## config.mk

```make
export PLATFORM = sky130hd
export DESIGN_NAME = decimal_text_to_number_core
export DESIGN_NICKNAME = d
export VERILOG_FILES = /design/src/hw/rtl/dtn_pkg.sv /design/src/hw/rtl/dtn_front.sv /design/src/hw/rtl/dtn_queue.sv /design/src/hw/rtl/dtn_back.sv /design/src/hw/rtl/decimal_text_to_number_core.sv
export SDC_FILE = /design/constraint.sdc
export NUM_CORES = 1
export LEC_CHECK = 0
export ABC_AREA = 0
export BUFFER_PORTS_ARGS = -buffer_cell sky130_fd_sc_hd__buf_2
export CORE_ASPECT_RATIO = 0.9
export CORE_UTILIZATION = 55
export DETAILED_ROUTE_END_ITERATION = 10
export PLACE_DENSITY = 0.85
export SLEW_MARGIN = 20
export SYNTH_ARGS = -nofsm -noshare
export SYNTH_HDL_FRONTEND = slang
export SYNTH_HIERARCHICAL = 1
export SYNTH_SLANG_ARGS = --single-unit
export TNS_END_PERCENT = 30
```

## constraint.sdc

```tcl
create_clock -name clk -period 12.1 [get_ports clk]
set_input_delay 0.605 -clock clk [delete_from_list [all_inputs] [get_ports clk]]
set_output_delay 0.605 -clock clk [all_outputs]
set_load 0.02 [all_outputs]
```

## src/hw/rtl/dtn_pkg.sv

```systemverilog
// ----------------------------------------------------------------------------
// dtn_pkg
// Shared types, codes and elaboration helpers for the decimal text parser.
// ----------------------------------------------------------------------------
package dtn_pkg;

	localparam int DEF_MAX_DIGITS = 12;
	localparam int QDEPTH         = 2;

	// character classes produced by the front end
	localparam logic [2:0] CL_DIGIT = 3'd0;
	localparam logic [2:0] CL_PLUS  = 3'd1;
	localparam logic [2:0] CL_MINUS = 3'd2;
	localparam logic [2:0] CL_POINT = 3'd3;
	localparam logic [2:0] CL_END   = 3'd4;
	localparam logic [2:0] CL_OTHER = 3'd5;

	// parser phases
	localparam logic [1:0] PH_START   = 2'd0;
	localparam logic [1:0] PH_INT     = 2'd1;
	localparam logic [1:0] PH_FRAC    = 2'd2;
	localparam logic [1:0] PH_DISCARD = 2'd3;

	// result status codes
	localparam logic [1:0] ERR_NONE     = 2'd0;
	localparam logic [1:0] ERR_INVALID  = 2'd1;
	localparam logic [1:0] ERR_OVERFLOW = 2'd2;

	localparam logic [7:0] CH_ZERO  = 8'h30;
	localparam logic [7:0] CH_NINE  = 8'h39;
	localparam logic [7:0] CH_PLUS  = 8'h2B;
	localparam logic [7:0] CH_MINUS = 8'h2D;
	localparam logic [7:0] CH_POINT = 8'h2E;
	localparam logic [7:0] CH_NUL   = 8'h00;

	typedef struct packed {
		logic [2:0] cls;
		logic [3:0] digit;
	} token_t;

	function automatic logic [63:0] pow10(input int n);
		logic [63:0] p;
		p = 64'd1;
		for (int i = 0; i < n; i++) begin
			p = p * 64'd10;
		end
		return p;
	endfunction

	// bits needed for the largest magnitude, 10^n - 1
	function automatic int acc_bits(input int n);
		logic [63:0] v;
		int          w;
		v = pow10(n) - 64'd1;
		w = 1;
		for (int i = 0; i < 64; i++) begin
			if ((v >> i) != 64'd0) begin
				w = i + 1;
			end
		end
		return w;
	endfunction

endpackage

```

## src/hw/rtl/dtn_front.sv

```systemverilog
// ----------------------------------------------------------------------------
// dtn_front
// Accepts characters and registers them as classified tokens.
// ----------------------------------------------------------------------------
module dtn_front
	import dtn_pkg::*;
(
	input  logic       clk,
	input  logic       arst_n,
	input  logic       in_valid,
	output logic       in_ready,
	input  logic [7:0] char_code,
	output logic       tok_valid,
	input  logic       tok_ready,
	output token_t     tok
);

	logic   valid_s1;
	token_t token_s1;
	token_t cls_tok;
	logic   adv;

	always_comb begin
		cls_tok.digit = 4'd0;
		priority if (char_code >= CH_ZERO && char_code <= CH_NINE) begin
			cls_tok.cls   = CL_DIGIT;
			cls_tok.digit = 4'(char_code - CH_ZERO);
		end else if (char_code == CH_NUL) begin
			cls_tok.cls = CL_END;
		end else if (char_code == CH_PLUS) begin
			cls_tok.cls = CL_PLUS;
		end else if (char_code == CH_MINUS) begin
			cls_tok.cls = CL_MINUS;
		end else if (char_code == CH_POINT) begin
			cls_tok.cls = CL_POINT;
		end else begin
			cls_tok.cls = CL_OTHER;
		end
	end

	assign adv      = !valid_s1 || tok_ready;
	assign in_ready = adv;

	always_ff @(posedge clk or negedge arst_n) begin
		if (!arst_n) begin
			valid_s1 <= 1'b0;
		end else if (adv) begin
			valid_s1 <= in_valid;
		end
	end

	always_ff @(posedge clk) begin
		if (adv && in_valid) begin
			token_s1 <= cls_tok;
		end
	end

	assign tok_valid = valid_s1;
	assign tok       = token_s1;

endmodule

```

## src/hw/rtl/dtn_queue.sv

```systemverilog
// ----------------------------------------------------------------------------
// dtn_queue
// Short token queue between the front end and the parser.
// ----------------------------------------------------------------------------
module dtn_queue
	import dtn_pkg::*;
(
	input  logic   clk,
	input  logic   arst_n,
	input  logic   wr_valid,
	output logic   wr_ready,
	input  token_t wr_tok,
	output logic   rd_valid,
	input  logic   rd_ready,
	output token_t rd_tok
);

	localparam int PW = $clog2(QDEPTH);

	token_t            mem [QDEPTH];
	logic [PW-1:0]     wr_ptr_q;
	logic [PW-1:0]     rd_ptr_q;
	logic [PW:0]       count_q;
	logic              push;
	logic              pop;

	assign wr_ready = (count_q != (PW+1)'(QDEPTH));
	assign rd_valid = (count_q != '0);
	assign rd_tok   = mem[rd_ptr_q];
	assign push     = wr_valid && wr_ready;
	assign pop      = rd_valid && rd_ready;

	always_ff @(posedge clk or negedge arst_n) begin
		if (!arst_n) begin
			wr_ptr_q <= '0;
			rd_ptr_q <= '0;
			count_q  <= '0;
		end else begin
			if (push) begin
				wr_ptr_q <= (wr_ptr_q == PW'(QDEPTH - 1)) ? '0 : wr_ptr_q + PW'(1);
			end
			if (pop) begin
				rd_ptr_q <= (rd_ptr_q == PW'(QDEPTH - 1)) ? '0 : rd_ptr_q + PW'(1);
			end
			unique case ({push, pop})
				2'b10:   count_q <= count_q + (PW+1)'(1);
				2'b01:   count_q <= count_q - (PW+1)'(1);
				default: count_q <= count_q;
			endcase
		end
	end

	always_ff @(posedge clk) begin
		if (push) begin
			mem[wr_ptr_q] <= wr_tok;
		end
	end

endmodule

```

## src/hw/rtl/dtn_back.sv

```systemverilog
// ----------------------------------------------------------------------------
// dtn_back
// Parser state machine with saturating digit accumulator and result register.
// ----------------------------------------------------------------------------
module dtn_back
	import dtn_pkg::*;
#(
	parameter int MAX_DIGITS = DEF_MAX_DIGITS,
	parameter int ACC_W      = acc_bits(MAX_DIGITS),
	parameter int FRAC_W     = $clog2(MAX_DIGITS + 1)
)
(
	input  logic                     clk,
	input  logic                     arst_n,
	input  logic                     tok_valid,
	output logic                     tok_ready,
	input  token_t                   tok,
	output logic                     out_valid,
	input  logic                     out_ready,
	output logic signed [ACC_W:0]    mantissa,
	output logic [FRAC_W-1:0]        fraction_digits,
	output logic [1:0]               status
);

	localparam logic [ACC_W+3:0] LIMIT_X = (ACC_W+4)'(pow10(MAX_DIGITS) - 64'd1);
	localparam logic [FRAC_W-1:0] FRAC_MAX = FRAC_W'(MAX_DIGITS);

	logic [1:0]        phase_q, phase_d;
	logic              neg_q, neg_d;
	logic [ACC_W-1:0]  accum_q, accum_d;
	logic [FRAC_W-1:0] frac_q, frac_d;
	logic [1:0]        err_q, err_d;

	logic              out_valid_q;
	logic [ACC_W:0]    mant_q;
	logic [FRAC_W-1:0] fdig_q;
	logic [1:0]        stat_q;

	logic [ACC_W+3:0]  next_x;
	logic              over;
	logic              take;
	logic              is_end;
	logic [ACC_W:0]    mag;

	// accum*10 + d as two shifts and two adds
	assign next_x = {accum_q, 3'b000} + {2'b00, accum_q, 1'b0} + (ACC_W+4)'(tok.digit);
	assign over   = next_x > LIMIT_X;
	assign is_end = (tok.cls == CL_END);
	assign tok_ready = !is_end || !out_valid_q || out_ready;
	assign take   = tok_valid && tok_ready;
	assign mag    = {1'b0, accum_q};

	always_comb begin
		phase_d = phase_q;
		neg_d   = neg_q;
		accum_d = accum_q;
		frac_d  = frac_q;
		err_d   = err_q;
		if (is_end) begin
			phase_d = PH_START;
			neg_d   = 1'b0;
			accum_d = '0;
			frac_d  = '0;
			err_d   = ERR_NONE;
		end else begin
			unique case (phase_q)
				PH_START: begin
					unique case (tok.cls)
						CL_DIGIT: begin
							accum_d = ACC_W'(tok.digit);
							phase_d = PH_INT;
						end
						CL_PLUS:  phase_d = PH_INT;
						CL_MINUS: begin
							neg_d   = 1'b1;
							phase_d = PH_INT;
						end
						CL_POINT: phase_d = PH_FRAC;
						default: begin
							err_d   = ERR_INVALID;
							phase_d = PH_DISCARD;
						end
					endcase
				end
				PH_INT: begin
					if (tok.cls == CL_DIGIT) begin
						if (over) begin
							accum_d = LIMIT_X[ACC_W-1:0];
							if (err_q == ERR_NONE) err_d = ERR_OVERFLOW;
						end else begin
							accum_d = next_x[ACC_W-1:0];
						end
					end else if (tok.cls == CL_POINT) begin
						phase_d = PH_FRAC;
					end else begin
						err_d   = ERR_INVALID;
						accum_d = '0;
						frac_d  = '0;
						neg_d   = 1'b0;
						phase_d = PH_DISCARD;
					end
				end
				PH_FRAC: begin
					if (tok.cls == CL_DIGIT) begin
						if (over || frac_q >= FRAC_MAX) begin
							if (err_q == ERR_NONE) err_d = ERR_OVERFLOW;
						end else begin
							accum_d = next_x[ACC_W-1:0];
							frac_d  = frac_q + FRAC_W'(1);
						end
					end else begin
						err_d   = ERR_INVALID;
						accum_d = '0;
						frac_d  = '0;
						neg_d   = 1'b0;
						phase_d = PH_DISCARD;
					end
				end
				default: ;
			endcase
		end
	end

	always_ff @(posedge clk or negedge arst_n) begin
		if (!arst_n) begin
			phase_q     <= PH_START;
			neg_q       <= 1'b0;
			accum_q     <= '0;
			frac_q      <= '0;
			err_q       <= ERR_NONE;
			out_valid_q <= 1'b0;
		end else begin
			if (take) begin
				phase_q <= phase_d;
				neg_q   <= neg_d;
				accum_q <= accum_d;
				frac_q  <= frac_d;
				err_q   <= err_d;
			end
			if (take && is_end) begin
				out_valid_q <= 1'b1;
			end else if (out_ready) begin
				out_valid_q <= 1'b0;
			end
		end
	end

	// invalid strings already hold a cleared, positive value
	always_ff @(posedge clk) begin
		if (take && is_end) begin
			mant_q <= neg_q ? (~mag + (ACC_W+1)'(1)) : mag;
			fdig_q <= frac_q;
			stat_q <= err_q;
		end
	end

	assign out_valid       = out_valid_q;
	assign mantissa        = mant_q;
	assign fraction_digits = fdig_q;
	assign status          = stat_q;

endmodule

```

## src/hw/rtl/decimal_text_to_number_core.sv

```systemverilog
// ----------------------------------------------------------------------------
// decimal_text_to_number_core
// ASCII decimal string parser: [+|-]digits[.digits] terminated by NUL.
// ----------------------------------------------------------------------------
// Usage:
//   Input channel (in_valid/in_ready/char_code) takes one character per
//   request. NUL ends a string; only then does one result request appear on
//   the output channel (out_valid/out_ready/mantissa/fraction_digits/status).
//   Value = mantissa / 10^fraction_digits. Status 0 ok, 1 invalid character
//   (value forced to zero), 2 overflow saturated.
// Throughput: one character per cycle while no NUL is held at the parser by
//   a waiting result. The per-character update is a shift-add times ten
//   plus a limit compare in the parser stage.
// Path: a taken terminator passes the front register and a queue entry,
//   then the parser loads its result into the result register.
// Stall: while a result waits, characters keep flowing until the next NUL
//   reaches the parser; the 2-entry queue and front register then fill and
//   in_ready drops.
// Reset: arst_n clears the front register, queue and parser to the start
//   phase; no result is pending after reset.
// ----------------------------------------------------------------------------
module decimal_text_to_number_core
	import dtn_pkg::*;
#(
	parameter int MAX_DIGITS = DEF_MAX_DIGITS,
	parameter int ACC_W      = acc_bits(MAX_DIGITS),
	parameter int FRAC_W     = $clog2(MAX_DIGITS + 1)
)
(
	input  logic                  clk,
	input  logic                  arst_n,
	input  logic                  in_valid,
	output logic                  in_ready,
	input  logic [7:0]            char_code,
	output logic                  out_valid,
	input  logic                  out_ready,
	output logic signed [ACC_W:0] mantissa,
	output logic [FRAC_W-1:0]     fraction_digits,
	output logic [1:0]            status
);

	// front -> queue
	logic   f_valid, f_ready;
	token_t f_tok;
	// queue -> parser
	logic   q_valid, q_ready;
	token_t q_tok;

	dtn_front u_front (
		.clk       (clk),
		.arst_n    (arst_n),
		.in_valid  (in_valid),
		.in_ready  (in_ready),
		.char_code (char_code),
		.tok_valid (f_valid),
		.tok_ready (f_ready),
		.tok       (f_tok)
	);

	dtn_queue u_queue (
		.clk      (clk),
		.arst_n   (arst_n),
		.wr_valid (f_valid),
		.wr_ready (f_ready),
		.wr_tok   (f_tok),
		.rd_valid (q_valid),
		.rd_ready (q_ready),
		.rd_tok   (q_tok)
	);

	dtn_back #(
		.MAX_DIGITS (MAX_DIGITS),
		.ACC_W      (ACC_W),
		.FRAC_W     (FRAC_W)
	) u_back (
		.clk             (clk),
		.arst_n          (arst_n),
		.tok_valid       (q_valid),
		.tok_ready       (q_ready),
		.tok             (q_tok),
		.out_valid       (out_valid),
		.out_ready       (out_ready),
		.mantissa        (mantissa),
		.fraction_digits (fraction_digits),
		.status          (status)
	);

	// an invalid string always reports a zero value
	a_invalid_zero: assert property (@(posedge clk) disable iff (!arst_n)
		(out_valid && status == ERR_INVALID) |-> (mantissa == '0 && fraction_digits == '0))
		else $error("invalid result carries a nonzero value");

	// fraction count never passes the digit limit
	a_frac_bound: assert property (@(posedge clk) disable iff (!arst_n)
		out_valid |-> (fraction_digits <= FRAC_W'(MAX_DIGITS)))
		else $error("fraction digit count out of range");

	// a pending result is never overwritten: a new result needs the old one taken
	a_no_overwrite: assert property (@(posedge clk) disable iff (!arst_n)
		(out_valid && !out_ready) |=> out_valid)
		else $error("pending result dropped");

	// status code three is never produced
	a_status_code: assert property (@(posedge clk) disable iff (!arst_n)
		out_valid |-> (status == ERR_NONE || status == ERR_INVALID || status == ERR_OVERFLOW))
		else $error("undefined status code");

endmodule
```

======== After elaboration in Yosys (flattened, before gate mapping) ========
Memory sizes are Yosys's and may differ from the RTL's.
Cells that the tools add are included.
cells by class
  divide/modulo/power cells ............... 0
  bitwise operators ....................... 1
  eq/ne operators ......................... 22
  $lt $le $gt $ge ......................... 4
  mux-type cells .......................... 47
  multiply operators ...................... 0
  shifts and indexed selects .............. 0
  $add $sub $neg .......................... 9
  reduce and logical (&&, ||, !) cells .... 30
operator list
  operator                                                            count
  2-to-1 mux 40 bit                                                   8
  case mux 40 bit (3 select lines)                                    1
  adder 43 x 41 -> 44 bit                                             1
  adder 44 x 4 -> 44 bit                                              1
  > comparator 44 x 40 -> 1 bit (second input constant)               1
  adder 41 x 1 -> 41 bit (second input constant)                      1
  inverter 40 -> 41 bit                                               1
  equality test 8 x 6 -> 1 bit (second input constant)                3
  2-to-1 mux 2 bit                                                    11
  2-to-1 mux 4 bit                                                    5
  2-to-1 mux 1 bit                                                    12
  2-to-1 mux 3 bit                                                    4
  != test 3 x 2 -> 1 bit (second input constant)                      4
  case mux 2 bit (3 select lines)                                     2
  AND reduction 6 bit                                                 2
  AND reduction 5 bit                                                 2
  greater-or-equal comparator 8 x 6 -> 1 bit (second input constant)  1
  <= comparator 8 x 6 -> 1 bit (second input constant)                1
  logical NOT 8 bit                                                   1
  != test 4 x 2 -> 1 bit (second input constant)                      2
  != test 4 x 3 -> 1 bit (second input constant)                      2
  case mux 2 bit (2 select lines)                                     2
  case mux 4 bit (2 select lines)                                     1
  equality test 3 x 2 -> 1 bit (second input constant)                2
  25 further kinds                                                    42
storage, ports and cells
  memory bits (read-only) ................. 0
  memories kept ........................... 1
  RAM bits ................................ 14
  bits of input ports ..................... 12
  bits in latches ......................... 0
  bits in registers ....................... 109
memory list
  name         words  width  rd ports  clocked after Yosys merged registers in  wr ports  RTL line         source
  u_queue.mem  2      7      1         0                                        1         dtn_queue.sv:20  token_t mem [QDEPTH];

======== Logic depth before layout (Yosys ltp) ========
Gate-level depths: netlist of the first run.
  depth in word-level cells ............... 8
  mapped depth ............................ 20
  gate-level depth less buffers ........... 17

======== Hierarchy ========
Netlist of the first run, hierarchy kept.
modules (own cells, without submodules)
  module     cells each  area each (um2)  times used
  dtn_back   818         7746.2           1
  dtn_queue  39          699.4            1
  dtn_front  34          414.1            1

======== Least setup slack after synthesis of the first run ========
Ideal clock, no wire load.
  path kind ............................... reg2reg
  start ................................... reg u_queue.rd_ptr_q
  end ..................................... reg u_back.accum_q[12]
  slack ................................... 7.169 ns
  period minus slack after synthesis ...... 4.931 ns
  path buffers ............................ 3
  setup time .............................. 0.121 ns
  data required time ...................... 11.979 ns
  cell stages (with the launch flop) ...... 21
  arrival time ............................ 4.810 ns
  cell sequence ........................... dfrtp_1 buf_2 mux2_2 inv_1 fa_1 inv_1 fa_1 a211o_1 a211oi_4 nor3_4 o211a_1 a2111oi_2 nand3_1 a221oi_1 a211oi_1 o31ai_4 a31oi_2 or2_1 clkbuf_1 buf_6 a22o_1
RTL lines
  item                    RTL line         source
  from (decl)             dtn_queue.sv:22  logic [PW-1:0] rd_ptr_q;
  from (signal assigned)  dtn_queue.sv:43  rd_ptr_q <= (rd_ptr_q == PW'(QDEPTH - 1)) ? '0 : rd_ptr_q + PW'(1);
  to (signal assigned)    dtn_back.sv:136  accum_q <= accum_d;
  to (decl)               dtn_back.sv:30   logic [ACC_W-1:0] accum_q, accum_d;

==> results of run 1 <==
layout make-up:
| cell class | instances | area share [%] |
|---|---|---|
| timing repair buffer | 65 | 3.42 |
| clock buffer | 21 | 4.76 |
| multi-input combinational | 708 | 52.5 |
| sequential | 123 | 34.6 |
| clock inverter | 11 | 1.19 |
| inverter | 27 | 1.02 |
| tap | 202 | 2.56 |
registers in the layout, summed over array words and instances (netlist names):
name	cells
u_back/out_valid	1
u_back/phase_q	2
u_back/mantissa	41
u_back/fraction_digits	4
u_queue/mem	14
u_queue/count_q	2
u_queue/rd_ptr_q	1
u_back/status	2
u_back/neg_q	1
u_front/tok_valid	1
u_front/tok	7
u_queue/wr_ptr_q	1
u_back/accum_q	40
u_back/err_q	2
u_back/frac_q	4
power by group:
part	leakage, nW	switching, mW	internal [mW]
clock	0.289	0.190	0.318
sequential	1.36	0.0385	0.548
combinational	2.79	0.466	0.224
metal layers:
layer	global-route usage, %	vias to the layer above	routed length [um]
met5	0	-	0
met4	12.7	0	795
met3	7.23	79	1890
met2	49.6	416	11300
met1	36.5	3692	9730
li1	-	3486	-
stage by stage:
| stage | instances | power [mW] | hold WS (ps) | setup WS, ps | area (sq um) |
|---|---|---|---|---|---|
| detailed placement | 1125 | 1.25 | 436 | 6540 | 9300 |
| global route | 1157 | 1.86 | 383 | 6030 | 9890 |
| floorplan | 891 | 1.08 | 309 | 7170 | 8860 |
| global placement | 1125 | 1.23 | 428 | 6680 | 9300 |
| CTS | 1157 | 1.77 | 367 | 6400 | 9890 |
| finish | 1157 | 1.78 | 328 | 6170 | 9890 |
critical path, cell delays in order, from the launching register on:
cell and delay (ps):
dfrtp_1 510, mux2_2 320, inv_1 70, fa_1 530
inv_1 70, ha_1 290, a21o_1 120, nand4_1 180
a2111oi_0 910, or3_1 300, xor2_1 110, o311a_1 370
o311ai_1 330, a211oi_1 200, o31ai_4 380, and2_1 230
and4b_1 690, a22o_1 260
worst min path at each step:
stage	start	to	slack [ps]
global placement	u_front/tok[4]	u_queue/mem[0][4]	430
global route	out_ready	u_back/out_valid	380
floorplan	arst_n	u_back/accum_q[0]	310
finish	arst_n	u_back/accum_q[39]	330
CTS	arst_n	u_back/accum_q[38]	370
detailed placement	u_front/tok[3]	u_queue/mem[1][3]	440
cell usage after synthesis (all sizes together), types with 4 or more instances:
master / number / share of area, %
xor2: 17 / 1.7
o211ai: 4 / 0.34
o31ai: 13 / 1.3
buf: 16 / 1.1
a211oi: 4 / 0.54
nor3: 19 / 1.2
or3: 11 / 0.83
nand3: 8 / 0.45
nand4: 15 / 1.1
inv: 27 / 1.1
o2111ai: 5 / 0.49
o2bb2ai: 25 / 2.5
or2: 11 / 0.78
o21a: 10 / 0.85
a21o: 17 / 1.4
o22ai: 5 / 0.35
nor4: 8 / 0.73
dfrtp: 55 / 16
a31oi: 7 / 0.56
a21oi: 71 / 4.2
a22o: 17 / 1.7
nand2b: 16 / 1.1
clkbuf: 17 / 0.73
mux2: 9 / 1.1
or4: 8 / 0.68
o21bai: 9 / 0.76
ha: 85 / 12
o21ai: 58 / 3.3
and2: 6 / 0.45
o211a: 5 / 0.56
xnor2: 64 / 6.3
nor2: 50 / 2.1
o41ai: 6 / 0.59
and3: 11 / 0.79
nand2: 72 / 3.1
edfxtp: 68 / 23
cells by family (layout without fill, tap and decap cells):
kind of cell | count (synthesis) | after routing | share of synthesized area, %
AO/OA/AOI/OAI | 285 | 285 | 22.4
AND/OR/NAND/NOR | 245 | 245 | 14.2
flip-flops | 123 | 123 | 38.6
adder cells (fa/ha/maj) | 87 | 87 | 12.5
XOR/XNOR | 81 | 81 | 8.01
buffers and inverters | 60 | 124 | 3.02
multiplexers | 10 | 10 | 1.26
==> results.cfg, run 1 <==
[status]
status = finished clean

[timing]
rsz0062_at_grt = no
drv_slew = 0
maxSlewHeadroom_pct = 34.7
fin_crit_ps = 5930
fin_worst_skew_ps = 11.2
tns_ps = 0
finalHoldViolCount = 0
max_freq_mhz = 169
setup_viol = 0
worstMarginPinSlew_ps = 955
finalCritPeriodShare_pct = 49.0

[clocking]
numCtsBuffers = 17
cts_resized = 0
cts.clk_slew.worst_paths_ps = 60
cts-root-buf = clkbuf_16
cts_buffer_depth = 2
cts_setup_buffers = 0
cts_hold_buffers = 0
h-tree-depth = 4
clk_latency_ps = 430
cts_tree = yes
clkSinkCount = 123

[yosys]
synth-seq-area-share_pct = 38.6
synth-seq-cells = 123
async_flop_share_pct = 44.7
syn_area_per_cell_sq_um = 9.94
ys_types = 82
syn_nets = 990
synth_area_sq_um = 8860
ys_warn_count = 6
synthCells = 891
synth_ff_type = edfxtp_1
synth_edf_count = 68

[flow_run]
maxCapViolCount = 0

[drt]
via_count = 7673
viasPerCell = 6.63
drc_errors = 0
dr.pass1.iters = 5
wl_per_cell_um = 20.5
drt_wl_total_um = 23700
antenna_left = 0
drtIter0Drc = 938

[floorplanning]
die_x_um = 136
num_rows = 43
die_area_sq_um = 16600
start_util_pct = 56.8
io-pin-count = 61
fp.dieH_um = 122
core_sq_um = 15600

[power]
vdd_ir_drop_max_uv = 176
power.density_nw_per_um2 = 180
p_leak_nw = 4.44

[global_routing]
first_global_vias = 7552
grt_overflow = 0
track_usage_pct = 29.7
grt_pass1_wl_um = 37900
antenna_found_initial = 0
grt_max_degree = 56

[hold_path]
hold_path.class = in2async

[layout]
fill_cells = 1230
regArea_sq_um = 3420
drive_above_1_share_pct = 13.6
multiInputGateArea_sq_um = 5190
n_antenna_cell = 0
layout_common_cells = ha_1, nand2_1, edfxtp_1
layout.nets = 1041
fin_util_pct = 63.4
final_common_cell = ha_1
areaGrowthSynthToFinish_pct = 11.6

[critical_path]
worst-path-max-fanout = 16
cp-end-kind = flip-flop
crit_start = u_queue/rd_ptr_q
timing.rr.end = u_back/accum_q[33]
worstSetupPathType = reg2reg
endpoint = u_back/accum_q[33]
rr_worst_depth = 17
rrSetupSlack_ps = 6170
cp_data_required_time_ps = 12460
cp-start-kind = flip-flop
arrival_ps = 6290
regToRegStartpoint = u_queue/rd_ptr_q

[placement]
gp_congestion = 0.946
port_buffers = 60
dp_hpwl_um = 16700
Note: power is estimated with default switching activity, not from simulation.
==> run 2: changes to the inputs <==
- clock period: 12.1 -> 5.95 ns (I/O delays scaled with it)
==> results.cfg, run 2 (synthesis gave the netlist of run 1 again) <==
[global_routing]
grt_max_degree = 56
antenna_found_initial = 0
grt_pass1_wl_um = 36700
first_global_vias = 7205
track_usage_pct = 28.6
grt_overflow = 0

[drt]
drt_wl_total_um = 22900
drtIter0Drc = 818
wl_per_cell_um = 19.8
drc_errors = 0
via_count = 7558
antenna_left = 0
viasPerCell = 6.52
dr.pass1.iters = 6

[status]
status = finished clean

[clocking]
cts_tree = yes
clk_latency_ps = 410
cts_hold_buffers = 0
clkSinkCount = 123
cts-root-buf = clkbuf_16
cts.clk_slew.worst_paths_ps = 60
numCtsBuffers = 17
h-tree-depth = 4
cts_buffer_depth = 2

[layout]
layout.nets = 1043
largest_register_ffs = 41
drive_above_1_share_pct = 13.6
layout_common_cells = ha_1, nand2_1, edfxtp_1
final_common_cell = ha_1
n_antenna_cell = 0
areaGrowthSynthToFinish_pct = 12.1
fill_cells = 1219

[timing]
drv_slew = 0
fin_crit_ps = 5720
tns_ps = 0
rsz0062_at_grt = no
finalHoldViolCount = 0
finalCritPeriodShare_pct = 96.2
maxSlewHeadroom_pct = 40.7
setup_ws_ps = 226
hold_ws_ps = 29.3
worstMarginPinSlew_ps = 881
max_freq_mhz = 175
fin_worst_skew_ps = 8.09
setup_viol = 0

[placement]
dp_slack_ps = 391
gp_congestion = 0.938
dp_hpwl_um = 16300
port_buffers = 60

[critical_path]
cp-start-kind = flip-flop
worst-path-max-fanout = 16
cp_data_required_time_ps = 6300
cp-end-kind = flip-flop
rr_worst_depth = 17
regToRegStartpoint = u_queue/rd_ptr_q
timing.rr.end = u_back/accum_q[19]
worstSetupPathType = reg2reg
rrSetupSlack_ps = 230
arrival_ps = 6080

[floorplanning]
die_x_um = 136
core_sq_um = 15600
num_rows = 43
start_util_pct = 56.8
io-pin-count = 61
die_area_sq_um = 16600
fp.dieH_um = 122

[power]
power.density_nw_per_um2 = 368
p_leak_nw = 4.44
p_total_mw = 3.65
vdd_ir_drop_max_uv = 289

[flow_run]
maxCapViolCount = 0

[hold_path]
hold_path.class = in2async
[run 2: changes by cell type in the layout (fill, tap and decap cells not counted), moves of 2 or more]
cell,previous run,this run
clkinv_2,5,1
clkinv_1,0,3
bufinv_16,2,4
clkinvlp_4,2,4
clkbuf_8,3,0
[run 2: worst max-delay path by stage]
stage                     cells after the start        startpoint                 end  slack [ps]
after floorplan                              20  u_queue/rd_ptr_q  u_back/accum_q[12]        1020
after global placement                       18  u_queue/rd_ptr_q  u_back/accum_q[12]         540
after detailed placement                     18  u_queue/rd_ptr_q  u_back/accum_q[14]         390
after CTS                                    18  u_queue/rd_ptr_q  u_back/accum_q[14]         300
after global routing                         18  u_queue/rd_ptr_q  u_back/accum_q[12]           3
final                                        17  u_queue/rd_ptr_q  u_back/accum_q[19]         230
[run 2: final cells by class]
type / count / area (sq um) / share of cell area, %
multi-input combinational: 708 / 5190 / 52.2
sequential: 123 / 3420 / 34.4
clock buffer: 19 / 433 / 4.36
timing repair buffer: 67 / 365 / 3.68
tap: 202 / 253 / 2.54
clock inverter: 13 / 175 / 1.76
inverter: 27 / 101 / 1.02
[run 2: timing repair]
| action | 4_1_cts | 5_1_grt |
|---|---|---|
| buffers inserted | 0 | 0 |
| gates resized for setup | 0 | 1 |
| setup endpoints to repair | 0 | 9 |
[run 2: per-layer routing]
metal,GRT usage (%),up-vias,wire [um]
li1,-,3489,-
met1,37.8,3567,9630
met2,45.5,418,10500
met3,6.11,84,1960
met4,12.1,0,823
met5,0,-,0
[run 2: critical path: stages, from the launching register on]
cell and delay (ps):
dfrtp_1 500, mux2_2 290, inv_1 60, fa_1 540
inv_1 80, fa_1 500, a211o_1 370, a211oi_4 350
nor3_4 110, o2111ai_1 330, nand3_1 170, xnor2_1 170
or2_0 230, a311o_1 350, o31ai_4 390, and2_1 230
and4b_1 710, a22o_1 260
[run 2: through the flow]
stage | instances | cell area [sq um] | utilization, %
2_1_floorplan | 891 | 8860 | -
3_3_place_gp | 1127 | 9320 | 59.8
3_5_place_dp | 1127 | 9320 | 59.8
4_1_cts | 1159 | 9930 | 63.7
5_1_grt | 1159 | 9930 | 63.7
6_report | 1159 | 9930 | 63.7
[run 2: where the power goes]
part           internal (mW)  leakage [nW]  switching (mW)
registers               1.11          1.36           0.112
clock network          0.695         0.282           0.369
logic                  0.476          2.80           0.884
total                   2.28          4.44            1.37
